**src/hw/rtl/i8gemm_pkg.sv**
```systemverilog
package i8gemm_pkg;

    localparam int TILE_MAX = 4;
    localparam int BYTE_W   = 8;
    localparam int VAL_W    = 32;
    localparam int IDX_W    = 4;
    localparam int SEL_W    = 2;
    localparam int ACT_W    = 2;
    localparam int ELEMS    = TILE_MAX * TILE_MAX;

    localparam int S_DATA_W = 136;
    localparam int M_DATA_W = 40;

    typedef enum logic [ACT_W-1:0] {
        ACT_ROW_SUM = 2'd0,
        ACT_COL_SUM = 2'd1,
        ACT_KSLICE  = 2'd2,
        ACT_FINISH  = 2'd3
    } t_action;

    typedef struct packed {
        logic                              vld;
        logic [TILE_MAX-1:0][BYTE_W-1:0]   a;
        logic [TILE_MAX-1:0][BYTE_W-1:0]   b;
    } t_slice;

    typedef struct packed {
        logic             row_we;
        logic             col_we;
        logic [SEL_W-1:0] sel;
        logic [VAL_W-1:0] sum;
        logic [VAL_W-1:0] zp;
    } t_setup;

    typedef struct packed {
        logic             vld;
        logic [IDX_W-1:0] idx;
        logic [VAL_W-1:0] acc;
        logic [VAL_W-1:0] prior;
    } t_fin_req;

endpackage

```
**src/hw/rtl/i8gemm_finish.sv**
```systemverilog
module i8gemm_finish
    import i8gemm_pkg::*;
(
    input  logic                i_clk,
    input  logic                i_rst_n,
    input  t_setup              i_setup,
    input  t_fin_req            i_req,
    input  logic                i_zero_mode,
    output logic                o_busy,
    output logic                o_m_axis_tvalid,
    input  logic                i_m_axis_tready,
    output logic [M_DATA_W-1:0] o_m_axis_tdata   // result_value, element_index
);

    logic [VAL_W-1:0] r_row_sum [TILE_MAX];
    logic [VAL_W-1:0] r_col_sum [TILE_MAX];
    logic [VAL_W-1:0] r_zp      [TILE_MAX];

    logic             r_fin_vld;
    logic [VAL_W-1:0] r_prod;
    logic [VAL_W-1:0] r_base;
    logic [IDX_W-1:0] r_fin_idx;

    logic             r_out_vld;
    logic [VAL_W-1:0] r_out_val;
    logic [IDX_W-1:0] r_out_idx;

    logic [SEL_W-1:0] w_row;
    logic [SEL_W-1:0] w_col;
    logic [VAL_W-1:0] w_prod;
    logic [VAL_W-1:0] w_base;
    logic             w_move;

    assign w_row  = i_req.idx[IDX_W-1:SEL_W];
    assign w_col  = i_req.idx[SEL_W-1:0];
    assign w_prod = r_row_sum[w_row] * r_zp[w_col];
    assign w_base = r_col_sum[w_col] + i_req.acc + (i_zero_mode ? '0 : i_req.prior);
    assign w_move = r_fin_vld && (!r_out_vld || i_m_axis_tready);

    always_ff @(posedge i_clk) begin
        if (!i_rst_n) begin
            for (int i = 0; i < TILE_MAX; i++) begin
                r_row_sum[i] <= '0;
                r_col_sum[i] <= '0;
                r_zp[i]      <= '0;
            end
        end else begin
            if (i_setup.row_we) begin
                r_row_sum[i_setup.sel] <= i_setup.sum;
            end
            if (i_setup.col_we) begin
                r_col_sum[i_setup.sel] <= i_setup.sum;
                r_zp[i_setup.sel]      <= i_setup.zp;
            end
        end
    end

    always_ff @(posedge i_clk) begin
        if (!i_rst_n) begin
            r_fin_vld <= 1'b0;
            r_out_vld <= 1'b0;
        end else begin
            if (i_req.vld) begin
                r_fin_vld <= 1'b1;
            end else if (w_move) begin
                r_fin_vld <= 1'b0;
            end
            if (w_move) begin
                r_out_vld <= 1'b1;
            end else if (i_m_axis_tready) begin
                r_out_vld <= 1'b0;
            end
        end
        if (i_req.vld) begin
            r_prod    <= w_prod;
            r_base    <= w_base;
            r_fin_idx <= i_req.idx;
        end
        if (w_move) begin
            r_out_val <= r_prod + r_base;
            r_out_idx <= r_fin_idx;
        end
    end

    assign o_busy          = r_fin_vld;
    assign o_m_axis_tvalid = r_out_vld;
    assign o_m_axis_tdata  = {(M_DATA_W - VAL_W - IDX_W)'(0), r_out_idx, r_out_val};

endmodule

```
**config.mk**
```make
export PLATFORM = sky130hd
export DESIGN_NAME = i8gemm_finish
export DESIGN_NICKNAME = d
export VERILOG_FILES = /design/src/hw/rtl/i8gemm_pkg.sv /design/src/hw/rtl/i8gemm_finish.sv
export SDC_FILE = /design/constraint.sdc
export NUM_CORES = 2
export LEC_CHECK = 0
export BUFFER_PORTS_ARGS = -buffer_cell sky130_fd_sc_hd__buf_2
export CORE_MARGIN = 3
export CORE_UTILIZATION = 35
export CTS_CLUSTER_DIAMETER = 50
export DETAILED_ROUTE_END_ITERATION = 10
export PLACE_DENSITY_LB_ADDON = 0.08
export REMOVE_ABC_BUFFERS = 1
export SYNTH_ARGS = -nofsm -noshare
export SYNTH_HDL_FRONTEND = slang
export SYNTH_SLANG_ARGS = --single-unit
```
**constraint.sdc**
```tcl
create_clock -name i_clk -period 10.8 [get_ports i_clk]
set_clock_uncertainty 0.1 [all_clocks]
set_input_delay 2.16 -clock i_clk [delete_from_list [all_inputs] [get_ports i_clk]]
set_output_delay 2.16 -clock i_clk [all_outputs]
set_load 0.1 [all_outputs]
```
After elaboration in Yosys (flattened, before gate mapping)
Memory sizes are Yosys's and may differ from the RTL's.
Cells that the tools add are included.
- register bits: 106
- input bits: 141
- RAM bits: 384
- memories: 3
- logic and storage cells: 43
- output and inout bits: 42
- add/sub/neg operators: 3
- mux-type cells: 21
- reduce and logical (&&, ||, !) cells: 8
- multipliers: 1
- memories (memory ; depth ; bits a word ; rd ports ; clocked after Yosys merged registers in ; wr ports ; RTL line ; RTL):
    r_col_sum ; 4 ; 32 ; 1 ; 0 ; 4 ; i8gemm_finish.sv:16 ; logic [VAL_W-1:0] r_col_sum [TILE_MAX];
    r_row_sum ; 4 ; 32 ; 1 ; 0 ; 4 ; i8gemm_finish.sv:15 ; logic [VAL_W-1:0] r_row_sum [TILE_MAX];
    r_zp ; 4 ; 32 ; 1 ; 0 ; 4 ; i8gemm_finish.sv:17 ; logic [VAL_W-1:0] r_zp [TILE_MAX];
- operators with widths (operator ; number):
    $mux W32 ; 4
    $add A32 B32 Y32 ; 3
    $reduce_or A32 Y1 ; 3
    $mul A32 B32 Y32 ; 1
    $mux W1 ; 14
    $mux W2 ; 3
    $reduce_bool A2 Y1 ; 2
    $logic_and A1 B1 Y1 ; 1
    $logic_not A1 Y1 ; 1
    $logic_or A1 B1 Y1 ; 1

Logic depth before layout (Yosys ltp)
- depth after elaboration: 5
- gate-level depth with buffers: 32
- depth with buffers taken out: 28

Least setup slack after synthesis
Ideal clock, no wire load.
- kind: input-to-reg
- start point: input i_req[67] (netlist name)
- end point: register r_prod[30] (data pin)
- setup time: 258 ps
- buffers on the path: 4
- setup slack: 905 ps
- arrival: 9538 ps
- required time: 10442 ps
- stages: 29
- cells stage by stage: buf_4 > buf_2 > clkbuf_1 > buf_1 > mux2_2 > nor2_1 > fa_1 > fa_1 > fa_1 > inv_1 > fa_1 > inv_1 > fa_1 > inv_1 > fa_1 > inv_1 > fa_1 > fa_1 > ha_1 > a21o_1 > a21o_1 > a21oi_1 > o21ai_0 > a21oi_1 > o21ai_0 > nor3_1 > o21bai_1 > a21oi_1 > xnor2_1
- word-level cells in the longest chain between the ends: 2
- RTL lines (element ; RTL line ; RTL):
    start, declared ; i8gemm_finish.sv:7 ; input t_fin_req i_req,
    $mem_v2 Z4 W32 ; -- ;
    $mul A32 B32 Y32 ; i8gemm_finish.sv:36 ; assign w_prod = r_row_sum[w_row] * r_zp[w_col];
    named net w_prod[30] ; i8gemm_finish.sv:30 ; logic [VAL_W-1:0] w_prod;
    end signal, assigned ; i8gemm_finish.sv:75 ; r_prod <= w_prod;
    end, declared ; i8gemm_finish.sv:20 ; logic [VAL_W-1:0] r_prod;
The timed path passes the listed nets, and every way through them passes these cells.
A chain may end at the register's enable or synchronous reset.

Worst setup path in the final report
- start point: input i_req[66] (netlist name)
- end point: register r_prod[31] (data pin)
The elaborated chain is that of the path after synthesis.

==> out/summary.md <==
The flow ran to the end, and the final reports show no timing, DRC or antenna violations. The number of antenna violations at the first check in global routing came out at 4. The shortest clock period the worst path allows after layout is 9.755 ns, and the number of DRC markers after the initial detailed-route iteration is 1547.

Synthesis handed over a netlist of 3383 instances. Global routing consumed, over all layers together, 20.78% of the routing resources. The clock reaches the later pin of the worst-skew pair after 0.65 ns. After clock tree synthesis, the repair step resized 0 gates.

The floorplan step defined a die boundary enclosing 117000 um^2. The core region is 111300 um^2. The complex-gate fraction of the synthesized area is 3.585%. The final layout contains 4353 nets. TritonCTS built the clock tree. The path class of the tightest hold or removal check is reg -> reg. The remaining number of nets flagged by the antenna check after routing was 0.

STA classifies the critical path startpoint as a primary input. The share of async-settable or async-resettable flops after synthesis came out at 0%. The tools report the number of H-tree levels as 3. Counting the fill cells in the layout gives 10680. In this run the tightest slew margin relative to its limit is 20.69%. In the final timing run, aggregate negative setup slack is 0 ns. The setup path with the least slack is of type in -> reg. The peak clock frequency supported by timing was 102.5 MHz; the TritonCTS buffer count was 78. The maximum number of pins on one net before global-route repair is 70, and the number of max-slew violations in the final report is 0. The via count of the first global-routing pass came out at 27980.

The worst setup path is captured at a flop. The library cell with the largest summed area after synthesis is sky130_fd_sc_hd__edfxtp_1. Yosys mapped a number of flops with a built-in enable equal to 488. For this run, design rule violations remaining after detail routing come to 0. The synthesized design devotes to its leading area cell type 37.09% of total area.

Number of buffers added on ports: 178. The die is 342.0 um tall. Sorting the synthesized cells by area gives the leading types as sky130_fd_sc_hd__edfxtp_1, sky130_fd_sc_hd__fa_1, sky130_fd_sc_hd__ha_1. The first global-routing pass estimated 180500 um of wire. The die extent in x is 342.0 um.

The area growth from synthesis to layout is 13.97%, and the maximum clock insertion buffer count is 3. Summing the sequential cell areas from Yosys gives 37.19% of the chip area. Setup violations remaining at the end of the flow were counted as 0. The cell sitting at the root of the clock tree is a sky130_fd_sc_hd__clkbuf_16. Multiplexer cells account for 7.875% of the synthesized area. The row count is 122, and the half-perimeter wire length after placement is 90940 um. In the final routed layout, each cell accounts on average for 23.14 um. The congestion estimate from routability-driven global placement came to 0.8745. The register clock-pin slew on the reported worst setup and hold paths came out at 0.05 ns. The share of final-layout standard cells stronger than drive strength 1 is 14.41%, and the adder and majority cell fraction of the synthesized area is 28.17%. The wire length after detailed routing came out at 118900 um. For this run, the leading register cell type out of synthesis is sky130_fd_sc_hd__edfxtp_1.

The number of clock sinks seen by CTS is 490, and the number of top-level pins is 183. STA puts the critical path data required time at 11.09 ns. The area fraction in and, or, nand and nor cells after synthesis is 14.35%. The tools report the global route total overflow as 0. Setup repair after global routing left no endpoint under its margin. The data arrival at the endpoint of the critical path is 10.04 ns, and the top fanout value on the critical path is 24. The number of distinct library cell variants in the gate-level netlist after synthesis was 62; the area share of xor/xnor cells in the synthesized design was 3.148%. The effective utilization at floorplan was 35.51%; the number of maximum-capacitance violations was 0.

The final worst-path cycle share was 90.32%. The routed layout has 25560 vias. Averaged over all synthesized cells, the footprint is 11.68 um^2.

The post-CTS setup buffer count is 0, and the register bit total from synthesis is 490. At the pin with the least slew margin, the transition time is 1.180 ns. Quantity of hold-fixing buffers added after cts: 0. The count of endpoints failing hold in the final timing report came out at 0. Using the TritonRoute via totals, the vias-per-cell ratio works out to 4.973. The number of detailed-routing iterations run before antenna repair was 5; the post-synth design cell area was 39510 um^2. The synthesis warning total came out at 0.

The combinational family with the most area after synthesis is adder cells.
==> cell usage after synthesis, drive strengths merged (27+ instances only) <==
| cell type | instances |
|---|---|
| edfxtp | 488 |
| fa | 441 |
| inv | 416 |
| and2 | 345 |
| nor2 | 296 |
| nand2 | 264 |
| ha | 184 |
| mux2i | 117 |
| xnor2 | 109 |
| clkbuf | 104 |
| and3 | 100 |
| a21oi | 70 |
| mux4 | 56 |
| o21ai | 48 |
| nor2b | 47 |
| a21o | 40 |
| mux2 | 40 |
| buf | 36 |
| xor2 | 33 |
| nand2b | 27 |
==> cell usage in the layout (no fill, tap or decap), types with 9 or more instances in the layout <==
master	instances
sky130_fd_sc_hd__a21oi_1	70
sky130_fd_sc_hd__nand2_1	262
sky130_fd_sc_hd__inv_1	416
sky130_fd_sc_hd__nand3_1	17
sky130_fd_sc_hd__nand2b_1	26
sky130_fd_sc_hd__mux2i_2	9
sky130_fd_sc_hd__mux2i_1	93
sky130_fd_sc_hd__fa_1	441
sky130_fd_sc_hd__clkinv_4	9
sky130_fd_sc_hd__edfxtp_1	488
sky130_fd_sc_hd__mux2_2	37
sky130_fd_sc_hd__and2_1	345
sky130_fd_sc_hd__nor3_1	12
sky130_fd_sc_hd__buf_4	86
sky130_fd_sc_hd__mux2i_4	15
sky130_fd_sc_hd__o21ai_0	43
sky130_fd_sc_hd__nor2b_1	46
sky130_fd_sc_hd__o21a_1	10
sky130_fd_sc_hd__xnor2_1	109
sky130_fd_sc_hd__buf_2	172
sky130_fd_sc_hd__clkinv_1	12
sky130_fd_sc_hd__mux4_2	56
sky130_fd_sc_hd__xor2_1	33
sky130_fd_sc_hd__ha_1	184
sky130_fd_sc_hd__a21o_1	40
sky130_fd_sc_hd__and3_1	100
sky130_fd_sc_hd__nor2_1	291
sky130_fd_sc_hd__inv_6	11
sky130_fd_sc_hd__clkbuf_16	78
==> registers in the layout, indices dropped and copies added (netlist names) <==
signal / flops
o_m_axis_tvalid: 1
r_prod: 32
r_zp: 128
r_out_idx: 4
r_fin_idx: 4
r_out_val: 32
r_col_sum: 128
r_row_sum: 128
r_base: 32
o_busy: 1
==> worst max-delay path, cell delays in order <==
cell	delay, ns
sky130_fd_sc_hd__buf_4	0.32
sky130_fd_sc_hd__buf_12	0.27
sky130_fd_sc_hd__mux2i_1	0.25
sky130_fd_sc_hd__mux2_2	0.52
sky130_fd_sc_hd__nor2_1	0.12
sky130_fd_sc_hd__fa_1	0.51
sky130_fd_sc_hd__inv_1	0.05
sky130_fd_sc_hd__fa_1	0.39
sky130_fd_sc_hd__fa_1	0.52
sky130_fd_sc_hd__inv_1	0.06
sky130_fd_sc_hd__fa_1	0.54
sky130_fd_sc_hd__ha_1	0.22
sky130_fd_sc_hd__ha_1	0.28
sky130_fd_sc_hd__inv_1	0.05
sky130_fd_sc_hd__fa_1	0.48
sky130_fd_sc_hd__inv_1	0.05
sky130_fd_sc_hd__fa_1	0.35
sky130_fd_sc_hd__ha_1	0.38
sky130_fd_sc_hd__a21o_1	0.20
sky130_fd_sc_hd__a21oi_1	0.16
sky130_fd_sc_hd__o21ai_0	0.12
sky130_fd_sc_hd__or3_1	0.32
sky130_fd_sc_hd__o221ai_1	0.37
sky130_fd_sc_hd__a31oi_1	0.29
sky130_fd_sc_hd__o21ai_1	0.43
sky130_fd_sc_hd__o21ai_0	0.25
sky130_fd_sc_hd__a31oi_1	0.25
sky130_fd_sc_hd__xnor2_1	0.08
==> layout make-up <==
type                            count  area (um^2)  share of cell area (%)
Tap cell                         1488         1862                   4.134
Multi-Input combinational cell   2340        22660                   50.32
Sequential cell                   490        14690                   32.63
Clock inverter                     61        714.4                   1.587
Inverter                          416         1562                   3.468
Antenna cell                        2        5.005                 0.01111
Timing Repair Buffer              261         1567                   3.479
Clock buffer                       82         1967                   4.368
==> metal layers <==
layer	track usage [%]	vias to the layer above	wire (um)
met2	35.18	621	58600
met1	28.42	13220	52810
met3	2.961	129	5469
met4	4.410	4	2030
li1	-	11590	-
met5	0	-	34
==> path summary, 6_finish.rpt <==
path              slack [ns]      endpoint  cells past startpoint         start
setup reg to reg        2.72    r_prod[31]                     27    r_zp[2][2]
hold reg to reg         0.32  r_out_idx[0]                      0  r_fin_idx[0]
setup / recovery        1.04    r_prod[31]                     28     i_req[66]
hold / removal          0.32  r_out_idx[0]                      0  r_fin_idx[0]
==> through the flow <==
stage	setup WS, ns	hold WS [ns]	cells	utilization [%]	area [um^2]
after floorplan	1.208	0.3003	3246	-	38840
after global placement	0.5030	0.3039	4995	38.05	42350
after detailed placement	0.4078	0.3054	4995	38.05	42350
after CTS	1.073	0.3179	5138	40.46	45030
after global routing	0.6021	0.3289	5138	40.46	45030
final	1.045	0.3160	5140	40.47	45030
==> cell families after synthesis <==
kind of cell | Yosys count
xor+xnor | 142
simple gates | 1132
fa+ha+maj | 625
compound gates | 224
other cells | 1
flops | 490
mux | 213
buf+inv | 556
Power is left out: the tool's default activity adds up to more than one toggle a clock period on the data nets, which glitch-free logic cannot reach.
