### config.mk
export PLATFORM = sky130hd
export DESIGN_NAME = i8gemm_cell
export DESIGN_NICKNAME = d
export VERILOG_FILES = /design/src/hw/rtl/i8gemm_pkg.sv /design/src/hw/rtl/i8gemm_cell.sv
export SDC_FILE = /design/constraint.sdc
export NUM_CORES = 1
export LEC_CHECK = 0
export BUFFER_PORTS_ARGS = -buffer_cell sky130_fd_sc_hd__buf_2
export CORE_MARGIN = 3
export CORE_UTILIZATION = 30
export DETAILED_ROUTE_END_ITERATION = 12
export GPL_ROUTABILITY_DRIVEN = 0
export PLACE_DENSITY = 0.49
export SKIP_LAST_GASP = 1
export SLEW_MARGIN = 20
export SYNTH_ARGS = -nofsm -noshare
export SYNTH_HDL_FRONTEND = slang
export SYNTH_SLANG_ARGS = --single-unit
### constraint.sdc
create_clock -name i_clk -period 12.1 [get_ports i_clk]
set_input_delay 2.42 -clock i_clk [delete_from_list [all_inputs] [get_ports i_clk]]
set_output_delay 2.42 -clock i_clk [all_outputs]
set_load 0.01 [all_outputs]
### src/hw/rtl/i8gemm_pkg.sv
package i8gemm_pkg;

    localparam int TILE_MAX = 4;
    localparam int BYTE_W   = 8;
    localparam int VAL_W    = 32;
    localparam int IDX_W    = 4;
    localparam int SEL_W    = 2;
    localparam int ACT_W    = 2;
    localparam int ELEMS    = TILE_MAX * TILE_MAX;

    localparam int S_DATA_W = 136;
    localparam int M_DATA_W = 40;

    typedef enum logic [ACT_W-1:0] {
        ACT_ROW_SUM = 2'd0,
        ACT_COL_SUM = 2'd1,
        ACT_KSLICE  = 2'd2,
        ACT_FINISH  = 2'd3
    } t_action;

    typedef struct packed {
        logic                              vld;
        logic [TILE_MAX-1:0][BYTE_W-1:0]   a;
        logic [TILE_MAX-1:0][BYTE_W-1:0]   b;
    } t_slice;

    typedef struct packed {
        logic             row_we;
        logic             col_we;
        logic [SEL_W-1:0] sel;
        logic [VAL_W-1:0] sum;
        logic [VAL_W-1:0] zp;
    } t_setup;

    typedef struct packed {
        logic             vld;
        logic [IDX_W-1:0] idx;
        logic [VAL_W-1:0] acc;
        logic [VAL_W-1:0] prior;
    } t_fin_req;

endpackage

### src/hw/rtl/i8gemm_cell.sv
module i8gemm_cell
    import i8gemm_pkg::*;
#(
    parameter int ROW = 0,
    parameter int COL = 0
) (
    input  logic             i_clk,
    input  logic             i_rst_n,
    input  t_slice           i_slice,
    input  logic             i_clr,
    output t_slice           o_slice,
    output logic [VAL_W-1:0] o_acc
);

    localparam logic [SEL_W-1:0] RowSel = SEL_W'(ROW);
    localparam logic [SEL_W-1:0] ColSel = SEL_W'(COL);

    logic [VAL_W-1:0]    r_acc;
    logic [VAL_W-1:0]    n_acc;
    logic [2*BYTE_W-1:0] w_prod;
    t_slice              r_slice;

    assign w_prod = i_slice.a[RowSel] * i_slice.b[ColSel];

    always_comb begin
        n_acc = r_acc;
        if (i_clr) begin
            n_acc = '0;
        end else if (i_slice.vld) begin
            n_acc = r_acc + VAL_W'(w_prod);
        end
    end

    always_ff @(posedge i_clk) begin
        if (!i_rst_n) begin
            r_acc       <= '0;
            r_slice.vld <= 1'b0;
        end else begin
            r_acc       <= n_acc;
            r_slice.vld <= i_slice.vld;
        end
        r_slice.a <= i_slice.a;
        r_slice.b <= i_slice.b;
    end

    assign o_slice = r_slice;
    assign o_acc   = r_acc;

endmodule

### After elaboration in Yosys (flattened, before gate mapping)

Index checks and enable logic that the tools add are counted.

| operators by class | value |
|---|---|
| reductions and logical operators | 1 |
| add/subtract/negate cells | 1 |
| bitwise gates (word level) | 1 |
| multipliers | 1 |

Operators by type and width:

| operator | number |
|---|---|
| $add A32 B16 Y32 | 1 |
| $mul A8 B8 Y16 | 1 |
| $reduce_or A2 Y1 | 1 |
| $not A1 Y1 | 1 |

| storage, ports and cells | value |
|---|---|
| input port bits | 68 |
| output and inout bits | 97 |
| bits in registers | 97 |
| logic and storage cells | 14 |

### Depth between registers and ports, before layout

Gate-level depths: netlist (run 1).

| depth | value |
|---|---|
| word-level depth | 2 |
| depth in mapped cells | 18 |

### Least setup slack after synthesis (run 1)

OpenSTA, ideal clock, no wires.

| timing path | value |
|---|---|
| kind | in2reg |
| from | input i_slice[7] (netlist bit) |
| to | register r_acc[17], in the netlist o_acc[17] |
| data required time | 12.038 ns |
| stages on the path | 14 |
| data arrival time | 6.299 ns |
| setup slack | 5.739 ns |
| path buffers | 0 |
| setup time | 0.062 ns |
| cells stage by stage | and2_1 -> fa_1 -> fa_1 -> fa_1 -> inv_1 -> fa_1 -> inv_1 -> ha_1 -> a21oi_1 -> o21ai_0 -> nor3b_1 -> a221o_1 -> or4b_1 -> nand3_1 |

| between the ends | value |
|---|---|
| word-level cells in the longest chain between the ends | 2 |

RTL lines:

| what | RTL line | text |
|---|---|---|
| from (decl) | i8gemm_cell.sv:9 | `input t_slice i_slice,` |
| $mul A8 B8 Y16 | i8gemm_cell.sv:23 | `assign w_prod = i_slice.a[RowSel] * i_slice.b[ColSel];` |
| $add A32 B16 Y32 | i8gemm_cell.sv:30 | `n_acc = r_acc + VAL_W'(w_prod);` |
| to (signal assigned) | i8gemm_cell.sv:39 | `r_acc <= n_acc;` |
| to (decl) | i8gemm_cell.sv:18 | `logic [VAL_W-1:0] r_acc;` |

No other way between the ends.
A chain may end at the register's enable or synchronous reset.

### Worst setup path in the final report (run 1)

| timing path | value |
|---|---|
| from | input i_slice[34] (netlist bit) |
| to | register r_acc[16], in the netlist o_acc[16] |

The elaborated chain is that of the path after synthesis.

==> reports/qor.csv, run 1 <==
stage,metric,value,unit
power_and_ir_drop,Flop pwr share,28.0,%
setup_path,Critical Path Source,i_slice[34],
timing,Slew @ Worst Pin,907,ps
timing,final worst-path cycle share,54.7,%
floorplanning,Die X,140,um
setup_path,Reg-to-Reg Start,o_acc[4],
logic_synthesis,async set or reset register ratio after synthesis,0,%
timing,RSZ-0062 raised after global routing,false,
layout,Syn-to-layout area delta,25.7,%
clock_tree,CTS tree,built,
power_and_ir_drop,PwrDens,192,nW/um^2
logic_synthesis,Synth Warn #,0,
timing,maximum clock rate,151,MHz
layout,"commonest non-fill, non-tap cell in the layout",buf_2,
timing,Fin Setup TNS,0,ps
drt,Final ANT Viol Nets,0,
power_and_ir_drop,Sw Ratio,41.3,%
clock_tree,Clock Sinks,97,
power_and_ir_drop,"IR drop worst, VDD",0.0898,mV
timing,final setup violation count,0,
logic_synthesis,Post-synth EDFFs,0,
timing,slew margin rel.,39.4,%
drt,Routed met2 length,6550,um
clock_tree,clock buffer depth,2,
floorplanning,Core Region,17400,sq um
clock_tree,cts hold-fix bufs,0,
timing,Worst Hold Slack,486,ps
setup_path,Most Frequent Cell on Critical Path,fa_1,
layout,area of the multi-input gates,3030,sq um
logic_synthesis,Netlist Area Pre-Place,5360,sq um
logic_synthesis,"Seq/Total Area, Yosys",36.2,%
layout,Filler Cell Count,1786,
logic_synthesis,Synth Net Count,709,
setup_path,CP Capture Type,flop,
placed_design,HPWL Detailed,10800,um
clock_tree,H-tree levels,3,
logic_synthesis,main combinational cell family by area after synthesis,adder cells,
logic_synthesis,mux cell area share after synthesis,1.68,%
timing,Layout Skew,9.24,ps
clock_tree,"Clk Latency, worst-skew pair",350,ps
power_and_ir_drop,Static Leak,3.43,nW
setup_path,"CP delay by family, top",adder cells,
logic_synthesis,Main synth FF type,dfxtp_1,
drt,DR WL met3,708,um
clock_tree,clk slew on worst S/H paths,70,ps
floorplanning,Initial Util,30.8,%
power_and_ir_drop,Internal,0.000760,W
layout,share of cells above drive strength 1,25.6,%
setup_path,Crit Path Category,in -> reg,
drt,Top Metal Used,met4,
setup_path,peak fanout along the critical path,9,
layout,Final nets,877,
timing,fin crit period,6620,ps
layout,ANT cells,0,
grt,largest net degree at the start of global routing,31,
logic_synthesis,Synth Register Bits,97,
layout,utilization after layout,38.7,%
clock_tree,clock buffer count from CTS,9,
setup_path,"Req. time, crit path",12390,ps
worst_hold_path,Min-Delay Endpoint,o_acc[31],
drt,vias,4266,
power_and_ir_drop,Switching Power,0.000534,W
logic_synthesis,Netlist cell types,45,
logic_synthesis,Post-Synth Adder-Cell Area,28.2,%
grt,vias in the first global route,4458,
setup_path,r2r setup slk,7660,ps
drt,initial DRC count,130,
grt,Total GRT Usage,14.4,%
floorplanning,cell row count,48,
setup_path,arrival time worst endpoint,6900,ps
setup_path,CP bufs+invs,3,
flow_run,Max Cap Viol,0,
drt,met1 WL,6140,um
floorplanning,DIE HEIGHT,140,um
worst_hold_path,Worst Hold Path Cells,2,
drt,post-DR vias/cell,4.50,
timing,Final Hold Vio Count,0,
worst_hold_path,HP Class,reg -> reg,
outcome,status,"finished, final reports clean",
setup_path,worst path cell trace,buf_2 -> and2_1 -> fa_1 -> fa_1 -> fa_1 -> inv_1 -> fa_1 -> inv_1 -> ha_1 -> a21oi_1 -> o21ai_0 -> a311oi_1 -> and3_1 -> o21ai_0 -> a21oi_1,
drt,Pre-Repair DR Iteration Count,4,
setup_path,reg2reg path depth,14,
power_and_ir_drop,combinational fraction of design power,49.9,%
setup_path,"Slowest-stage cell, CP",a311oi_1,
power_and_ir_drop,Clk pwr share,22.1,%
logic_synthesis,xor/xnor cell area share of the yosys netlist,2.45,%
power_and_ir_drop,Total Power,0.00129,W
clock_tree,Post-CTS Repair Setup Buffers,0,
clock_tree,CTS resizes,0,
layout,Seq. cell area,1940,sq um
setup_path,Reg-to-Reg End,o_acc[17],
clock_tree,Root Driver,clkbuf_16,
floorplanning,I/O pin total,165,
floorplanning,die area,19500,sq um
setup_path,startpoint types,primary input,
placed_design,IO Port Bufs,164,
drt,drc violations,0,
grt,antenna violations before repair,0,
grt,first-pass GRT wire length,22900,um
logic_synthesis,Synth Area in Simple Gates,15.3,%
timing,max-slew violations,0,
timing,min setup slack post-route,5480,ps
logic_synthesis,Synth Area in Compound Gates,8.82,%
drt,Routed WL per cell,14.3,um
logic_synthesis,syn_area_per_cell,9.75,sq um
logic_synthesis,cells after synthesis,550,
placed_design,pre-CTS setup slack,5140,ps
layout,"commonest non-fill, non-tap cells in the layout","buf_2 (164), dfxtp_1 (97), inv_1 (96)",
setup_path,Slowest Stage Delay on Critical Path,590,ps
grt,GRT Residual Overflow,0,
drt,Routed WL,13600,um
worst_hold_path,HP Start,o_acc[31],
==> cells by family (layout without fill, tap and decap cells) <==
logic type	count (synthesis)	count (layout)
DFF	97	97
muxes	9	9
and+or+nand+nor	159	159
adders and majority gates	91	91
xor gates and xnor gates	15	15
AOI/OAI and AO/OA	75	75
buffers and inverters	104	277
==> how the worst max path moves through the flow <==
stage | to | slack, ps | cells after the start
2_1_floorplan | o_acc[17] | 5740 | 14
3_3_place_gp | o_acc[16] | 5110 | 15
3_5_place_dp | o_acc[16] | 5140 | 15
4_1_cts | o_acc[16] | 5500 | 15
5_1_grt | o_acc[16] | 5190 | 15
6_report | o_acc[16] | 5480 | 15
==> worst reg2reg max path, cell delays in order, from the launching register on <==
cell and delay, ps:
dfxtp_1 360, inv_1 100, fa_1 540, inv_1 60, fa_1 450, ha_1 290, inv_1 50, fa_1 530
fa_1 470, and2b_1 240, o2111ai_1 140, a21o_1 270, a221o_1 340, or4b_1 460, nand3_1 70
==> power by group through the flow <==
stage | Sequential (W) | Clock [W] | Combinational [W]
floorplan | 0.000378 | 0 | 0.000473
global placement | 0.000370 | 0 | 0.000650
detailed placement | 0.000370 | 0 | 0.000652
CTS | 0.000363 | 0.000297 | 0.000659
global route | 0.000365 | 0.000309 | 0.000753
finish | 0.000362 | 0.000287 | 0.000646
==> through the flow <==
step           instances  area, sq um
2_1_floorplan        550         5360
3_3_place_gp         932         6440
3_5_place_dp         932         6440
4_1_cts              948         6740
5_1_grt              948         6740
6_report             948         6740
==> synthesized netlist by cell type, types with 6 or more instances <==
cell,instances,area share [%]
a21oi_1,24,2.2
mux2i_1,9,1.7
xnor2_1,10,1.6
or3_1,6,0.70
fa_1,50,19
a21o_1,6,0.84
nor2_1,25,1.8
nand2_1,57,4.0
ha_1,41,9.6
dfxtp_1,97,36
inv_1,96,6.7
and2_1,39,4.6
o21ai_0,19,1.8
==> per-layer routing <==
metal  global-route usage [%]  vias up
met2                     24.5      114
met4                     4.13        0
met5                        0        -
li1                         -     2094
met1                     18.4     2044
met3                     3.30       14
==> layout make-up <==
class,instances,area share [%]
Sequential cell,97,28.8
Clock inverter,7,1.08
Clock buffer,9,3.34
Tap cell,225,4.18
Multi-Input combinational cell,349,44.9
Inverter,96,5.35
Timing Repair Buffer,165,12.3
==> flip-flops by register name (all words and copies together) (netlist names) <==
| signal | cells |
|---|---|
| o_slice | 65 |
| o_acc | 32 |
(Power assumes the default switching activity.)
==> run 2, diff against run 1 <==
==> constraint.sdc (replaced) <==
create_clock -name i_clk -period 6.21 [get_ports i_clk]
set_input_delay 1.242 -clock i_clk [delete_from_list [all_inputs] [get_ports i_clk]]
set_output_delay 1.242 -clock i_clk [all_outputs]
set_load 0.01 [all_outputs]
==> run 2 against run 1 <==
Against the previous run: routed wire length fell by 0.58%; design area is the same; critical endpoint unchanged; flip-flop and latch count did not move; largest cell class unchanged; clock skew is essentially flat; non-clock buffer count did not move.
==> reports/qor.csv, run 2 (synthesis gave the netlist of run 1 again) <==
stage,metric,value,unit
outcome,status,"finished, final reports clean",
timing,Fin Setup TNS,0,ps
layout,area of the multi-input gates,3030,sq um
setup_path,startpoint types,primary input,
drt,Routed WL per cell,14.3,um
layout,"commonest non-fill, non-tap cell in the layout",buf_2,
power_and_ir_drop,"IR drop worst, VDD",0.184,mV
floorplanning,DIE HEIGHT,140,um
setup_path,peak fanout along the critical path,9,
clock_tree,"Clk Latency, worst-skew pair",360,ps
timing,slew margin rel.,38.2,%
floorplanning,die area,19500,sq um
layout,share of cells above drive strength 1,25.6,%
placed_design,IO Port Bufs,164,
layout,number of flip-flops in the largest register,65,
timing,fin crit period,5420,ps
timing,Slew @ Worst Pin,925,ps
timing,Final Hold Vio Count,0,
timing,Layout Skew,8.76,ps
clock_tree,CTS resizes,0,
layout,ANT cells,0,
drt,Pre-Repair DR Iteration Count,4,
setup_path,Crit Path Category,in -> reg,
floorplanning,cell row count,48,
timing,min setup slack post-route,790,ps
clock_tree,cts hold-fix bufs,0,
timing,RSZ-0062 raised after global routing,false,
drt,drc violations,0,
worst_hold_path,HP Class,reg -> reg,
setup_path,arrival time worst endpoint,5710,ps
grt,antenna violations before repair,0,
timing,final worst-path cycle share,87.3,%
clock_tree,Clock Sinks,97,
placed_design,post-place instance area,6440,sq um
layout,cell area after layout,6740,sq um
setup_path,CP Capture Type,flop,
flow_run,Max Cap Viol,0,
clock_tree,Post-CTS Repair Setup Buffers,0,
grt,vias in the first global route,4491,
drt,post-DR vias/cell,4.47,
clock_tree,CTS tree,built,
timing,final setup violation count,0,
drt,vias,4241,
clock_tree,clock buffer count from CTS,9,
clock_tree,clock buffer depth,2,
timing,max-slew violations,0,
drt,Routed WL,13500,um
timing,maximum clock rate,185,MHz
layout,Final nets,877,
grt,first-pass GRT wire length,22900,um
floorplanning,Initial Util,30.8,%
drt,Final ANT Viol Nets,0,
layout,Filler Cell Count,1785,
clock_tree,Root Driver,clkbuf_16,
clock_tree,clk slew on worst S/H paths,70,ps
drt,initial DRC count,205,
placed_design,pre-CTS setup slack,448,ps
layout,"commonest non-fill, non-tap cells in the layout","buf_2 (164), dfxtp_1 (97), inv_1 (96)",
power_and_ir_drop,PwrDens,373,nW/um^2
floorplanning,Die X,140,um
grt,largest net degree at the start of global routing,31,
floorplanning,I/O pin total,165,
grt,GRT Residual Overflow,0,
setup_path,"Req. time, crit path",6500,ps
grt,Total GRT Usage,14.4,%
floorplanning,Core Region,17400,sq um
placed_design,HPWL Detailed,10900,um
power_and_ir_drop,Static Leak,3.43,nW
layout,Seq. cell area,1940,sq um
layout,Syn-to-layout area delta,25.7,%
clock_tree,H-tree levels,3,
==> run 2: path summary, 6_finish.rpt <==
kind | depth (start not counted) | slack [ps] | to | startpoint
max | 15 | 790 | o_acc[16] | i_slice[7]
min | 2 | 500 | o_acc[31] | o_acc[31]
max reg2reg | 14 | 1760 | o_acc[17] | o_acc[4]
min reg2reg | 2 | 500 | o_acc[31] | o_acc[31]
==> run 2: through the flow <==
step | std cells | power [W] | hold WS, ps | util (%)
after floorplan | 550 | 0.00166 | 502 | -
after global placement | 932 | 0.00199 | 466 | 37.0
after detailed placement | 932 | 0.00199 | 479 | 37.0
after CTS | 948 | 0.00257 | 495 | 38.7
after global routing | 948 | 0.00278 | 526 | 38.7
final | 948 | 0.00252 | 495 | 38.7
==> run 2: layer usage <==
metal  GRT usage, %  vias to the layer above  part of all wire [%]
met5              0                        -                     0
met4           3.21                        0                   1.0
met3           3.92                       10                   5.3
met2           24.1                       97                    48
met1           18.7                     2036                    45
li1               -                     2098                     -
==> run 2: worst max-delay path, cell delays in order <==
cell      delay (ps)
buf_2            160
and2_1           190
fa_1             530
fa_1             520
fa_1             550
inv_1             60
fa_1             540
inv_1             40
ha_1             360
a21oi_1          290
o21ai_0          140
a311oi_1         590
and3_1           240
o21ai_0           80
a21oi_1          170
==> run 2: final cells by class <==
| type | instances | area share (%) |
|---|---|---|
| clock inverters | 7 | 1.08 |
| inverters | 96 | 5.35 |
| multi-input cells | 349 | 44.9 |
| clock buffers | 9 | 3.34 |
| well taps | 225 | 4.18 |
| repair buffers | 165 | 12.3 |
| flip-flops and latches | 97 | 28.8 |
==> run 2: report_power, final <==
group / internal, W / leakage (nW) / switching, W
Combinational: 0.000525 / 2.48 / 0.000728
Clock: 0.000285 / 0.143 / 0.000273
Sequential: 0.000672 / 0.807 / 0.0000323
